File: src/rtl/core/psgm_pkg.sv
// Shared types, widths and codes for the probe sphere grid marker.
// Depends on nothing; every rtl/core file but psgm_ram refers to it by scoped names.
package psgm_pkg;

    // Grid size in cells
    localparam int GRID_X = 64;
    localparam int GRID_Y = 64;
    localparam int GRID_Z = 64;

    localparam int IW = $clog2(GRID_X);
    localparam int JW = $clog2(GRID_Y);
    localparam int KW = $clog2(GRID_Z);
    localparam int BOX_W = (IW > JW) ? ((IW > KW) ? IW : KW) : ((JW > KW) ? JW : KW);

    // One memory word holds one z row of the grid
    localparam int RAM_DEPTH = GRID_X * GRID_Y;
    localparam int AW = $clog2(RAM_DEPTH);

    // Field widths
    localparam int COORD_W = 24;
    localparam int RAD_W = 16;
    localparam int INV_W = 24;
    localparam int ROT_W = 18;
    localparam int CELL_W = 6;
    localparam int CFG_W = 36;
    localparam int CFG_IDX_W = 3;

    // Q16 coordinate widths after scaling and each rotation
    localparam int C1_W = COORD_W + 1 + INV_W + 1 - 8;
    localparam int C2_W = C1_W + 3;
    localparam int C3_W = C2_W + 3;

    // Enlarged radius, its square and the squared distance
    localparam int H_W = 31;
    localparam int H2_W = 2 * H_W;
    localparam int D2_W = H2_W + 2;
    localparam logic [H_W-1:0] H_MAX = '1;

    // Queue depth between front and back
    localparam int QDEPTH = 2;
    localparam int QPW = $clog2(QDEPTH);

    typedef enum logic [CFG_IDX_W-1:0] {
        CFG_ORIGIN_X = 3'd0,
        CFG_ORIGIN_Y = 3'd1,
        CFG_ORIGIN_Z = 3'd2,
        CFG_INV_STEP = 3'd3,
        CFG_PROBE_RADIUS = 3'd4,
        CFG_ROT_A = 3'd5,
        CFG_ROT_B = 3'd6
    } cfg_idx_t;

    typedef struct packed {
        logic signed [COORD_W-1:0] origin_x;
        logic signed [COORD_W-1:0] origin_y;
        logic signed [COORD_W-1:0] origin_z;
        logic [INV_W-1:0] inv_step;
        logic [RAD_W-1:0] probe_radius;
        logic [CFG_W-1:0] rot_a;
        logic [CFG_W-1:0] rot_b;
    } cfg_t;

    // Classified command passed from front to back
    typedef struct packed {
        logic is_read;
        logic rd_in_grid;
        logic [IW-1:0] rd_i;
        logic [JW-1:0] rd_j;
        logic [KW-1:0] rd_k;
        logic signed [C3_W-1:0] cx;
        logic signed [C3_W-1:0] cy;
        logic signed [C3_W-1:0] cz;
        logic [H_W-1:0] h;
        logic [H2_W-1:0] h2;
        logic box_empty;
        logic [IW-1:0] ilo;
        logic [IW-1:0] ihi;
        logic [JW-1:0] jlo;
        logic [JW-1:0] jhi;
        logic [KW-1:0] klo;
        logic [KW-1:0] khi;
    } cmd_t;

    typedef enum logic [2:0] {
        F_IDLE,
        F_SCALE,
        F_ROT1,
        F_ROT2,
        F_BOX,
        F_PUSH
    } front_state_t;

    typedef enum logic [3:0] {
        B_CLEAR,
        B_IDLE,
        B_ROW0,
        B_ROW1,
        B_ROW2,
        B_WALK,
        B_DRAIN1,
        B_DRAIN2,
        B_WRITE,
        B_DONE,
        B_RD,
        B_RDW
    } back_state_t;

endpackage

File: src/rtl/core/psgm_queue.sv
// Short command queue between the front and back parts.
// Depends on psgm_pkg.
module psgm_queue (
    input  logic             clk,
    input  logic             rst_n,
    input  logic             push,
    input  psgm_pkg::cmd_t   push_data,
    output logic             full,
    input  logic             pop,
    output logic             empty,
    output psgm_pkg::cmd_t   head
);

    psgm_pkg::cmd_t entry_reg [psgm_pkg::QDEPTH];
    logic [psgm_pkg::QPW-1:0] wr_ptr_reg;
    logic [psgm_pkg::QPW-1:0] wr_ptr_next;
    logic [psgm_pkg::QPW-1:0] rd_ptr_reg;
    logic [psgm_pkg::QPW-1:0] rd_ptr_next;
    logic [psgm_pkg::QPW:0] count_reg;
    logic [psgm_pkg::QPW:0] count_next;

    assign full = (count_reg == (psgm_pkg::QPW+1)'(psgm_pkg::QDEPTH));
    assign empty = (count_reg == '0);
    assign head = entry_reg[rd_ptr_reg];

    // Advance pointers and occupancy
    always_comb
    begin
        wr_ptr_next = wr_ptr_reg;
        rd_ptr_next = rd_ptr_reg;
        count_next = count_reg;
        if (push)
        begin
            wr_ptr_next = (wr_ptr_reg == psgm_pkg::QPW'(psgm_pkg::QDEPTH - 1)) ?
                '0 : wr_ptr_reg + 1'b1;
        end
        if (pop)
        begin
            rd_ptr_next = (rd_ptr_reg == psgm_pkg::QPW'(psgm_pkg::QDEPTH - 1)) ?
                '0 : rd_ptr_reg + 1'b1;
        end
        if (push && !pop)
        begin
            count_next = count_reg + 1'b1;
        end
        else if (pop && !push)
        begin
            count_next = count_reg - 1'b1;
        end
    end

    always_ff @(posedge clk or negedge rst_n)
    begin
        if (!rst_n)
        begin
            wr_ptr_reg <= '0;
            rd_ptr_reg <= '0;
            count_reg <= '0;
        end
        else
        begin
            wr_ptr_reg <= wr_ptr_next;
            rd_ptr_reg <= rd_ptr_next;
            count_reg <= count_next;
        end
    end

    // Store the pushed command
    always_ff @(posedge clk)
    begin
        if (push)
        begin
            entry_reg[wr_ptr_reg] <= push_data;
        end
    end

    a_no_overflow: assert property (@(posedge clk) disable iff (!rst_n)
        push |-> (!full || pop))
        else $error("queue pushed while full");

    a_no_underflow: assert property (@(posedge clk) disable iff (!rst_n)
        pop |-> !empty)
        else $error("queue popped while empty");

    a_count_bound: assert property (@(posedge clk) disable iff (!rst_n)
        count_reg <= (psgm_pkg::QPW+1)'(psgm_pkg::QDEPTH))
        else $error("queue count beyond depth");

endmodule

File: config.mk
export PLATFORM = sky130hd
export DESIGN_NAME = psgm_queue
export DESIGN_NICKNAME = d
export VERILOG_FILES = /design/src/rtl/core/psgm_pkg.sv /design/src/rtl/core/psgm_queue.sv
export SDC_FILE = /design/constraint.sdc
export NUM_CORES = 1
export LEC_CHECK = 0
export ABC_CLOCK_PERIOD_IN_PS = 15200
export BUFFER_PORTS_ARGS = -buffer_cell sky130_fd_sc_hd__buf_2
export CAP_MARGIN = 20
export CELL_PAD_IN_SITES_DETAIL_PLACEMENT = 0
export CELL_PAD_IN_SITES_GLOBAL_PLACEMENT = 1
export CORE_UTILIZATION = 25
export CTS_CLUSTER_SIZE = 25
export DETAILED_ROUTE_END_ITERATION = 10
export HOLD_SLACK_MARGIN = 0.02
export PLACE_DENSITY_LB_ADDON = 0.1
export SYNTH_ARGS = -nofsm -noshare
export SYNTH_HDL_FRONTEND = slang
export SYNTH_SLANG_ARGS = --single-unit
File: constraint.sdc
create_clock -name clk -period 15.2 [get_ports clk]
set_input_delay 1.52 -clock clk [delete_from_list [all_inputs] [get_ports clk]]
set_output_delay 1.52 -clock clk [all_outputs]
set_load 0.02 [all_outputs]
# --- Word-level counts from Yosys, hierarchy flattened ---
# Memories as Yosys holds them, arrays and structs flattened.
# Cells that the tools add are included.
word_totals:
  ramBits: 588
  memories: 1
  wordCells: 21
  in_bits: 298
  reg_bits: 4
mem_list:
  columns: ["name", "depth", "width", "read_ports", "rd_ports_with_merged_regs", "wr", "line_no", "source"]
  rows:
  - ["entry_reg", 2, 294, 1, 0, 1, "psgm_queue.sv:14", "psgm_pkg::cmd_t entry_reg [psgm_pkg::QDEPTH];"]
op_classes:
  muxes: 6
  n_reduce_logical: 6
  n_addsub: 4
  n_eq_ne: 1
op_table:
  columns: ["cell", "n"]
  rows:
  - ["2-to-1 mux 1 bit", 4]
  - ["2-to-1 mux 2 bit", 2]
  - ["adder 1 bit (second input constant)", 2]
  - ["adder 2 x 1 -> 2 bit (second input constant)", 1]
  - ["equality test 2 bit (second input constant)", 1]
  - ["logical AND 1 bit", 2]
  - ["zero test 1 bit", 2]
  - ["zero test 2 bit", 1]
  - ["nonzero test 2 bit", 1]
  - ["subtractor 2 x 1 -> 2 bit (second input constant)", 1]

# --- Depth between registers and ports, before layout ---
# Gate-level depths: netlist (run 1).
logic_depth:
  depth_word: 4
  mapped_depth: 5

# --- Least setup slack after synthesis (run 1) ---
# No wires, ideal clock.
synth_timing:
  path_type: "in2reg"
  from: "input push"
  to: "memory entry_reg[0][0] (netlist bit) (enable)"
  n_path_buf: 0
  setup_slack_ns: 0.051
  path_stages: 1
  setup_time_ns: 0.990
  arrival_time_ns: 14.159
  path_cell_list: "nor2b_1"
synth_via:
  elab_chain_len: 2
synth_lines:
  columns: ["element", "line_no", "source"]
  rows:
  - ["start: declaration", "psgm_queue.sv:6", "input logic push,"]
  - ["2-to-1 mux 1 bit", "psgm_queue.sv:71", "if (push)"]
  - ["2-to-1 mux 1 bit (implied by the code)", "psgm_queue.sv:73", "entry_reg[wr_ptr_reg] <= push_data;"]
  - ["end: declaration", "psgm_queue.sv:14", null]
# No other way between the ends.

==> results.py, run 1 <==
metrics = {
    "status": {
        "status": "finished, final reports clean",
    },
    "global_route": {
        "grt_max_degree": 148,
        "antenna_found_initial": 25,
        "grt_pass1_wl_mm": 79.2,
        "grt_overflow_total": 0,
        "grt_usage_pct": 12.6,
        "groute.layer.met2.usage_pct": 23.0,
        "first_global_vias": 11800,
        "grt_use_met1_pct": 12.7,
        "top_usage_layer": "met2",
        "grtUsageMet3_pct": 4.71,
    },
    "synth": {
        "synthFlopType": "edfxtp_1",
        "ys_seq_area_share_pct": 82.3,
        "netlist_top_cells_count": "588 x edfxtp_1, 273 x mux2_2, 29 x buf_6",
        "synth_edf_count": 588,
        "synth_area_leaders": "edfxtp_1 82%, mux2_2 14%, buf_6 1.5%",
        "ys_types": 14,
        "ys_warn_count": 0,
        "ys_seq_elements": 592,
        "yosysMostFrequentCell": "edfxtp_1",
        "syn_inst": 931,
        "synth.cell_area_um2": 21600,
        "ys_async_sr_fraction_pct": 0.676,
        "avgSynthCellArea_um2": 23.2,
        "synth_top_area_share_pct": 81.8,
        "yosysTopAreaCell": "edfxtp_1",
        "synth_nets": 1230,
    },
    "sta": {
        "drv_slew": 0,
        "setup_viol": 0,
        "max_freq_mhz": 180,
        "rsz0062_at_grt": "no",
        "fin_worst_skew_ns": 0.0202,
        "setup_slack_ns": 9.66,
        "final.min_clock_period_ns": 5.54,
        "max_slew.worst_pin.slew_ns": 1.12,
        "min_period_over_period_pct": 36.5,
        "hold_viol_final": 0,
        "relSlewSlack_pct": 25.6,
        "setup_tns_ns": 0,
    },
    "critical_path": {
        "r2r_setup_slack_ns": 12.83,
        "required_ns": 13.68,
        "worst_path_most_repeated_cell": "buf_4",
        "critPathTopFamily": "buffers and inverters",
        "crit_fanout": 72,
        "slowest_delay_ns": 0.99,
        "cp.buffers_inverters": 3,
        "crit_type": "register to output port",
        "arrival_ns": 4.02,
        "r2r_cells": 3,
        "crit_cells": 4,
        "critPathSlowestCell": "dfrtp_4",
        "path_cells": "buf_4, buf_4, mux2_2, buf_2",
        "endpoint_kind": "output port",
        "start_kind": "register",
    },
    "floorplanning": {
        "design.core.area_um2": 85300,
        "start_util_pct": 25.3,
        "die_w_um": 296,
        "rows": 107,
        "die_area_um2": 87500,
        "die_height_um": 296,
        "io_pins": 594,
    },
    "clocking": {
        "ctsHtreeMaxLevel": 3,
        "path_clk_slew_ns": 0.06,
        "clk_path_buf_depth": 3,
        "cts_resized": 0,
        "clock_latency_ns": 0.60,
        "cts_buffers": 71,
        "post-cts-setup-buffers": 0,
        "cts-root-buf": "clkbuf_16",
        "clock-sinks": 592,
        "cts_tree": "yes",
        "ctsHoldBuffers": 0,
    },
    "run": {
        "drv_cap": 0,
    },
    "drt": {
        "drt_pass1_iterations": 4,
        "drt-vias-per-instance": 3.96,
        "first_iter_violations": 461,
        "vias": 11000,
        "ant_nets": 0,
        "routed_wl_mm": 57.2,
        "drcViolationCount": 0,
        "wl_per_cell_um": 20.6,
    },
    "finish": {
        "drive_gt1_share_pct": 60.9,
        "largest_reg_flops": 588,
        "areaGrowthSynthToFinish_pct": 29.5,
        "final_nets": 1874,
    },
    "power": {
        "power_density_nw_per_um2": 199,
        "p_leak_uw": 0.0103,
        "vdd_ir_drop_max_mv": 0.104,
    },
    "place": {
        "dp_hpwl_mm": 39.4,
        "dpl_worst_slack_ns": 10.14,
        "io_buffer_count": 593,
        "place_congestion": 0.754,
    },
    "hold_path": {
        "hold_class": "register to register",
        "whs_path_depth": 1,
    },
}
==> layout by cell type, fill, tap and decap left out, types with 3 or more instances in the layout <==
cell       instances
dfrtp_1            3
buf_2            593
xor2_1             4
clkinv_2           8
mux2_2           273
diode_2           13
clkbuf_16         73
edfxtp_1         588
clkbuf_1          18
mux2_4            20
clkinv_1          16
buf_4              8
==> area by class of cell <==
cell class                 instances  area (um2)
antenna                           13        32.5
inverter                           1        3.75
timing repair buffer             604        3100
fill                            8492       57300
sequential                       592       17800
multi-input combinational        305        3480
clock buffer                      91        1890
tap                             1144        1430
clock inverter                    32         250
==> cells by family after synthesis <==
| family | count (synthesis) | synth area share (%) |
|---|---|---|
| DFF | 592 | 82.3 |
| muxes | 294 | 15.7 |
| buffers and inverters | 34 | 1.62 |
| and+or+nand+nor | 5 | 0.122 |
| adders and majority gates | 1 | 0.0580 |
| xor gates and xnor gates | 5 | 0.203 |
==> final timing paths <==
kind | from | to
worst max-delay path | rd_ptr_reg | head[226]
worst max register to register | wr_ptr_reg | entry_reg[1][124]
worst min register to register | count_reg[1] | count_reg[1]
worst min-delay path | count_reg[1] | count_reg[1]
min in group asynchronous | rst_n | rd_ptr_reg
max in group asynchronous | rst_n | rd_ptr_reg
==> worst reg2reg max path, stage by stage, from the launching register on <==
cell and delay, ns:
dfrtp_1 0.42, and2_4 0.41, buf_16 0.29, buf_4 0.80
==> through the flow <==
step                utilization, %  hold slack, ns  instance area, um2  total power (uW)  std cells
floorplan                        -           0.455               21600              3600        931
global placement              30.2           0.476               25700              4060       2645
detailed placement            30.2           0.481               25800              4070       2646
CTS                           32.7           0.492               27900              5680       2769
global route                  32.7           0.533               27900              5810       2774
finish                        32.8           0.488               27900              5550       2782
==> power by group <==
part / switching (uW) / total (uW) / internal, uW / leakage (uW)
clock: 657 / 1570 / 917 / 0.00105
sequential: 101 / 2270 / 2170 / 0.00556
combinational: 1060 / 1700 / 639 / 0.00369
==> metal layers <==
layer,share of wire (%),vias to the layer above
met2,54,367
met5,0.29,-
met3,8.5,120
li1,-,5056
met1,34,5461
met4,3.0,26
No activity file was read; power rests on OpenSTA's default activity.
==> run 2: changes to the inputs <==
--- a/config.mk
+++ b/config.mk
@@ -5,7 +5,8 @@
 export SDC_FILE = /design/constraint.sdc
 export NUM_CORES = 1
 export LEC_CHECK = 0
-export ABC_CLOCK_PERIOD_IN_PS = 15200
+export ABC_AREA = 1
+export ABC_CLOCK_PERIOD_IN_PS = 4700
 export BUFFER_PORTS_ARGS = -buffer_cell sky130_fd_sc_hd__buf_2
 export CAP_MARGIN = 20
 export CELL_PAD_IN_SITES_DETAIL_PLACEMENT = 0
==> constraint.sdc (replaced) <==
create_clock -name clk -period 4.7 [get_ports clk]
set_input_delay 0.47 -clock clk [delete_from_list [all_inputs] [get_ports clk]]
set_output_delay 0.47 -clock clk [all_outputs]
set_load 0.02 [all_outputs]
==> run 2 against run 1 <==
Compared with the run above: via count rose by 7.2%; sequential share of layout area fell by 4.2 points; worst setup slack got worse by 8.0 ns; die area barely moved; combinational power rose to 3.4 times the previous value; critical path type unchanged; critical endpoint is now head[254].
==> results.py, run 2 <==
metrics = {
    "status": {
        "status": "finished, final reports clean",
    },
    "critical_path": {
        "endpoint_kind": "output port",
        "required_ns": 4.23,
        "critPathSlowestCell": "dfrtp_4",
        "crit_fanout": 64,
        "startpoint": "rd_ptr_reg",
        "slowest_delay_ns": 0.84,
        "start_kind": "register",
        "path_cells": "buf_12, mux2_2, buf_2",
        "crit_type": "register to output port",
        "cp.buffers_inverters": 2,
        "reg2reg_from": "wr_ptr_reg",
        "critPathTopFamily": "flip-flops",
        "arrival_ns": 2.56,
    },
    "power": {
        "p_leak_uw": 0.0111,
        "vdd_ir_drop_max_mv": 0.301,
        "power_uw": 18300,
        "power_density_nw_per_um2": 610,
    },
    "sta": {
        "max_freq_mhz": 330,
        "drv_slew": 0,
        "min_period_over_period_pct": 64.5,
        "max_slew.worst_pin.slew_ns": 1.11,
        "setup_viol": 0,
        "hold_viol_final": 0,
        "rsz0062_at_grt": "no",
        "fin_worst_skew_ns": 0.0207,
        "relSlewSlack_pct": 25.7,
        "final.min_clock_period_ns": 3.03,
    },
    "finish": {
        "drive_gt1_share_pct": 54.8,
        "multiInputGateArea_um2": 3490,
        "design_area_um2": 29900,
        "largest_reg_flops": 588,
        "final_cell_mix": "593 x buf_2, 588 x edfxtp_1, 273 x mux2_2, 184 x dlygate4sd3_1, 73 x clkbuf_16",
        "n_fill_cell": 8441,
        "ff_latch_area_um2": 17800,
        "areaGrowthSynthToFinish_pct": 38.7,
        "final_nets": 2069,
        "final_common_cell": "buf_2",
        "final_cells": 2972,
    },
    "global_route": {
        "grt_pass1_wl_mm": 83.2,
        "grt_usage_pct": 13.3,
        "groute.layer.met2.usage_pct": 25.7,
        "top_usage_layer": "met2",
        "grtUsageMet3_pct": 3.71,
        "grt_use_met1_pct": 13.0,
        "first_global_vias": 12900,
        "grt_max_degree": 132,
        "grt_overflow_total": 0,
        "antenna_found_initial": 18,
    },
    "clocking": {
        "clk_path_buf_depth": 3,
        "post-cts-setup-buffers": 0,
        "ctsHtreeMaxLevel": 3,
        "cts_tree": "yes",
        "cts-root-buf": "clkbuf_16",
        "clock_latency_ns": 0.60,
        "cts_buffers": 71,
        "path_clk_slew_ns": 0.05,
        "clock-sinks": 592,
    },
    "hold_path": {
        "hold_class": "input port to register",
        "hold_start": "push_data[137]",
    },
    "synth": {
        "yosysMostFrequentCell": "edfxtp_1",
        "ys_warn_count": 0,
        "synth_edf_count": 588,
        "synthFlopType": "edfxtp_1",
        "synth.cell_area_um2": 21600,
        "ys_async_sr_fraction_pct": 0.676,
        "ys_seq_elements": 592,
        "synth_nets": 1239,
        "ys_types": 15,
        "avgSynthCellArea_um2": 23.0,
        "yosysTopAreaCell": "edfxtp_1",
        "synth_top_area_share_pct": 81.8,
        "ys_seq_area_share_pct": 82.2,
        "syn_inst": 940,
        "netlist_top_cells_count": "588 x edfxtp_1, 273 x mux2_2, 29 x buf_6",
        "synth_area_leaders": "edfxtp_1 82%, mux2_2 14%, buf_6 1.5%",
    },
    "floorplanning": {
        "rows": 107,
        "die_w_um": 296,
        "die_height_um": 296,
        "start_util_pct": 25.3,
        "design.core.area_um2": 85400,
        "die_area_um2": 87600,
        "io_pins": 594,
    },
    "drt": {
        "drt-vias-per-instance": 3.98,
        "ant_nets": 0,
        "wl_per_cell_um": 20.4,
        "first_iter_violations": 411,
        "drcViolationCount": 0,
        "vias": 11800,
        "drt_pass1_iterations": 4,
        "routed_wl_mm": 60.6,
    },
    "place": {
        "placed_area_um2": 25900,
        "post-place-cells": 2657,
        "dp_hpwl_mm": 42.2,
        "place_congestion": 0.725,
        "io_buffer_count": 593,
    },
    "run": {
        "drv_cap": 0,
    },
}
run 2: changes by cell type after synthesis, sizes merged:
| cell | before | now |
|---|---|---|
| nor2 | 2 | 3 |
| nor2b | 2 | 0 |
| nand3 | 0 | 1 |
| nand2 | 0 | 5 |
| xor2 | 4 | 2 |
| and2 | 1 | 0 |
| nand4 | 0 | 1 |
| inv | 1 | 7 |
run 2: cells by family (layout without fill, tap and decap cells):
| family | Yosys count | in the layout | share of synthesized area [%] |
|---|---|---|---|
| buffers and inverters | 40 | 924 | 1.73 |
| xor gates and xnor gates | 3 | 3 | 0.122 |
| adders and majority gates | 1 | 1 | 0.0579 |
| DFF | 592 | 592 | 82.2 |
| muxes | 294 | 294 | 15.7 |
| and+or+nand+nor | 10 | 10 | 0.191 |
| other | 0 | 4 | 0 |
run 2: metrics by stage:
stage / setup TNS (ns) / utilization (%) / hold slack (ns) / worst slack [ns]
6_report: 0 / 35.1 / 0.0699 / 1.67
4_1_cts: 0 / 35.0 / 0.0200 / 1.57
3_3_place_gp: 0 / 30.3 / 0.283 / 2.18
3_5_place_dp: 0 / 30.3 / 0.286 / 2.19
2_1_floorplan: -337.34 / - / 0.174 / -0.598
5_1_grt: 0 / 35.1 / 0.0270 / 1.53
run 2: layout make-up:
class / instances / share of cell area (%)
inverters: 7 / 0.117
diodes: 4 / 0.0334
well taps: 1144 / 4.78
clock inverters: 38 / 1.04
multi-input cells: 308 / 11.7
flip-flops and latches: 592 / 59.3
repair buffers: 790 / 16.8
clock buffers: 89 / 6.30
run 2: worst paths after layout:
| kind | end | slack, ns | cells past startpoint |
|---|---|---|---|
| setup / recovery | head[254] | 1.67 | 3 |
| hold / removal | entry_reg[0][137] | 0.07 | 1 |
| setup reg to reg | entry_reg[1][231] | 2.48 | 3 |
| hold reg to reg | count_reg[1] | 0.52 | 2 |
| max in group asynchronous | rd_ptr_reg | 4.34 | 2 |
| min in group asynchronous | wr_ptr_reg | 0.22 | 2 |
run 2: worst reg2reg max path, cell delays in order, from the launching register on:
cell	delay (ns)
dfrtp_2	0.46
nand2_8	0.08
clkinvlp_4	0.73
buf_12	0.53
run 2: power by group:
group	switching (uW)	internal [uW]	total, uW
logic	3530	2210	5740
registers	337	7020	7350
clock network	2150	3030	5180
run 2: routing by layer:
layer  wire length (um)  up-vias
li1                   -     5438
met1              20700     5867
met2              34000      388
met3               3680      124
met4               2160        8
met5                 59        -
run 2: timing repair:
| action | 4_1_cts | 5_1_grt |
|---|---|---|
| hold endpoints to repair | 356 | 0 |
| resized for setup | 0 | 0 |
| hold buffers | 184 | 0 |
==> run 3: changes to the inputs <==
--- a/config.mk
+++ b/config.mk
@@ -5,8 +5,8 @@
 export SDC_FILE = /design/constraint.sdc
 export NUM_CORES = 1
 export LEC_CHECK = 0
-export ABC_AREA = 1
-export ABC_CLOCK_PERIOD_IN_PS = 4700
+export ABC_AREA = 0
+export ABC_CLOCK_PERIOD_IN_PS = 2800
 export BUFFER_PORTS_ARGS = -buffer_cell sky130_fd_sc_hd__buf_2
 export CAP_MARGIN = 20
 export CELL_PAD_IN_SITES_DETAIL_PLACEMENT = 0
==> constraint.sdc (replaced) <==
create_clock -name clk -period 2.8 [get_ports clk]
set_input_delay 0.28 -clock clk [delete_from_list [all_inputs] [get_ports clk]]
set_output_delay 0.28 -clock clk [all_outputs]
set_load 0.02 [all_outputs]
==> run 3 against run 2 <==
Compared with the run above: critical path depth unchanged; sequential share of layout area decreased by 2.5 points; non-clock buffer count increased by 131; critical path type unchanged; critical endpoint is now head[280].
==> results.py, run 3 (synthesis gave the netlist of run 1 again) <==
metrics = {
    "power": {
        "switching_share_pct": 32.5,
        "combPwrFrac_pct": 33.0,
        "vdd_ir_drop_max_mv": 0.541,
        "power.internal_uw": 21000,
        "p_sw_uw": 10100,
        "sequentialPowerShare_pct": 39.0,
        "power.share.clock_pct": 28.0,
        "p_leak_uw": 0.0117,
        "power_density_nw_per_um2": 993,
    },
    "clocking": {
        "cts-root-buf": "clkbuf_16",
        "clk_path_buf_depth": 3,
        "ctsHtreeMaxLevel": 3,
        "post-cts-setup-buffers": 0,
        "cts_buffers": 72,
        "clock_latency_ns": 0.60,
        "clock-sinks": 592,
        "cts_tree": "yes",
        "path_clk_slew_ns": 0.05,
    },
    "critical_path": {
        "start_kind": "register",
        "r2r_setup_slack_ns": 1.10,
        "reg2reg_from": "wr_ptr_reg",
        "crit_fanout": 82,
        "arrival_ns": 2.34,
        "endpoint_kind": "output port",
        "required_ns": 2.52,
        "r2r_cells": 3,
        "reg2reg_to": "entry_reg[1][241]",
        "crit_type": "register to output port",
    },
    "sta": {
        "hold_viol_final": 0,
        "setup_viol": 0,
        "min_period_over_period_pct": 93.5,
        "fin_worst_skew_ns": 0.00981,
        "rsz0062_at_grt": "no",
        "relSlewSlack_pct": 53.7,
        "max_freq_mhz": 382,
        "setup_slack_ns": 0.182,
        "max_slew.worst_pin.slew_ns": 0.695,
        "whs_ns": 0.403,
        "drv_slew": 0,
        "final.min_clock_period_ns": 2.62,
    },
    "drt": {
        "drt-vias-per-instance": 3.95,
        "ant_nets": 0,
        "first_iter_violations": 339,
        "routed_wl_mm": 57.9,
        "drcViolationCount": 0,
        "wl_per_cell_um": 18.7,
        "vias": 12200,
        "drt_pass1_iterations": 4,
    },
    "finish": {
        "areaGrowthSynthToFinish_pct": 44.9,
        "final_util_pct": 36.6,
        "largest_reg_flops": 588,
        "final_common_cell": "buf_2",
        "final_cells": 3092,
        "drive_gt1_share_pct": 51.8,
        "n_fill_cell": 8264,
        "final_cell_mix": "593 x buf_2, 588 x edfxtp_1, 298 x dlygate4sd3_1, 273 x mux2_2, 77 x clkbuf_16",
        "final_nets": 2192,
    },
    "place": {
        "post-place-cells": 2665,
        "place_congestion": 0.721,
        "dp_hpwl_mm": 39.6,
        "dpl_worst_slack_ns": 0.758,
        "io_buffer_count": 593,
    },
    "hold_path": {
        "min_to": "entry_reg[1][8]",
        "whs_path_depth": 2,
        "hold_start": "push_data[8]",
        "hold_class": "input port to register",
    },
    "floorplanning": {
        "die_w_um": 296,
        "die_height_um": 296,
        "io_pins": 594,
        "rows": 107,
        "die_area_um2": 87500,
        "design.core.area_um2": 85300,
        "start_util_pct": 25.3,
    },
    "global_route": {
        "grt_usage_pct": 12.8,
        "first_global_vias": 13200,
        "grt_overflow_total": 0,
        "grt_pass1_wl_mm": 82.2,
        "grt_max_degree": 97,
        "antenna_found_initial": 6,
    },
    "status": {
        "status": "finished, final reports clean",
    },
    "run": {
        "drv_cap": 0,
    },
}
run 3: changes by cell type in the layout (fill, tap and decap cells not counted), sizes merged, moves of 3 or more:
cell	previous run	this run
buf	606	623
inv	9	3
clkinv	30	27
nand2	5	0
clkbuf	89	94
dlygate4sd3	184	298
run 3: through the flow:
stage	area, um2	power (uW)	TNS (ns)
after floorplan	21600	19000	-1202.79
final	31300	31000	0
after global placement	26100	22500	0
after detailed placement	26100	22500	0
after CTS	31200	31800	0
after global routing	31300	32500	0
run 3: worst max-delay path by stage:
stage / from / cells past startpoint / slack (ns) / to
6_report: rd_ptr_reg / 3 / 0.18 / head[280]
5_1_grt: rd_ptr_reg / 3 / 0.05 / head[280]
4_1_cts: rd_ptr_reg / 3 / 0.08 / head[222]
3_5_place_dp: rd_ptr_reg / 3 / 0.76 / head[222]
3_3_place_gp: rd_ptr_reg / 3 / 0.75 / head[222]
2_1_floorplan: wr_ptr_reg / 1 / -2.41 / entry_reg[0][0]
run 3: critical path: stages (launching register included):
cell and delay, ns:
dfrtp_4 0.61, buf_12 0.45, mux2_2 0.43, buf_2 0.17
run 3: power groups by stage:
| stage | logic [uW] | registers (uW) | clock network, uW |
|---|---|---|---|
| 4_1_cts | 10600 | 12100 | 9040 |
| 3_3_place_gp | 10300 | 12300 | 0 |
| 6_report | 10200 | 12100 | 8680 |
| 5_1_grt | 10900 | 12300 | 9310 |
| 3_5_place_dp | 10200 | 12300 | 0 |
| 2_1_floorplan | 6620 | 12400 | 0 |
run 3: cell type report:
| cell class | count | area [um2] | share of cell area, % |
|---|---|---|---|
| Antenna cell | 2 | 5.00 | 0.0160 |
| Clock buffer | 94 | 1990 | 6.37 |
| Clock inverter | 33 | 206 | 0.661 |
| Inverter | 1 | 3.75 | 0.0120 |
| Multi-Input combinational cell | 305 | 3480 | 11.1 |
| Sequential cell | 592 | 17800 | 56.8 |
| Tap cell | 1144 | 1430 | 4.58 |
| Timing Repair Buffer | 921 | 6380 | 20.4 |
run 3: metal layers:
layer | vias to the layer above | track usage [%] | part of all wire (%)
met4 | 8 | 5.23 | 3.2
met1 | 6087 | 13.2 | 36
li1 | 5675 | - | -
met2 | 336 | 23.6 | 54
met3 | 109 | 4.10 | 7.1
met5 | - | 0 | 0.080
run 3: timing repair:
action	in CTS	in global routing
gates resized for setup	0	0
endpoints found under the hold margin	594	0
hold buffers	298	0
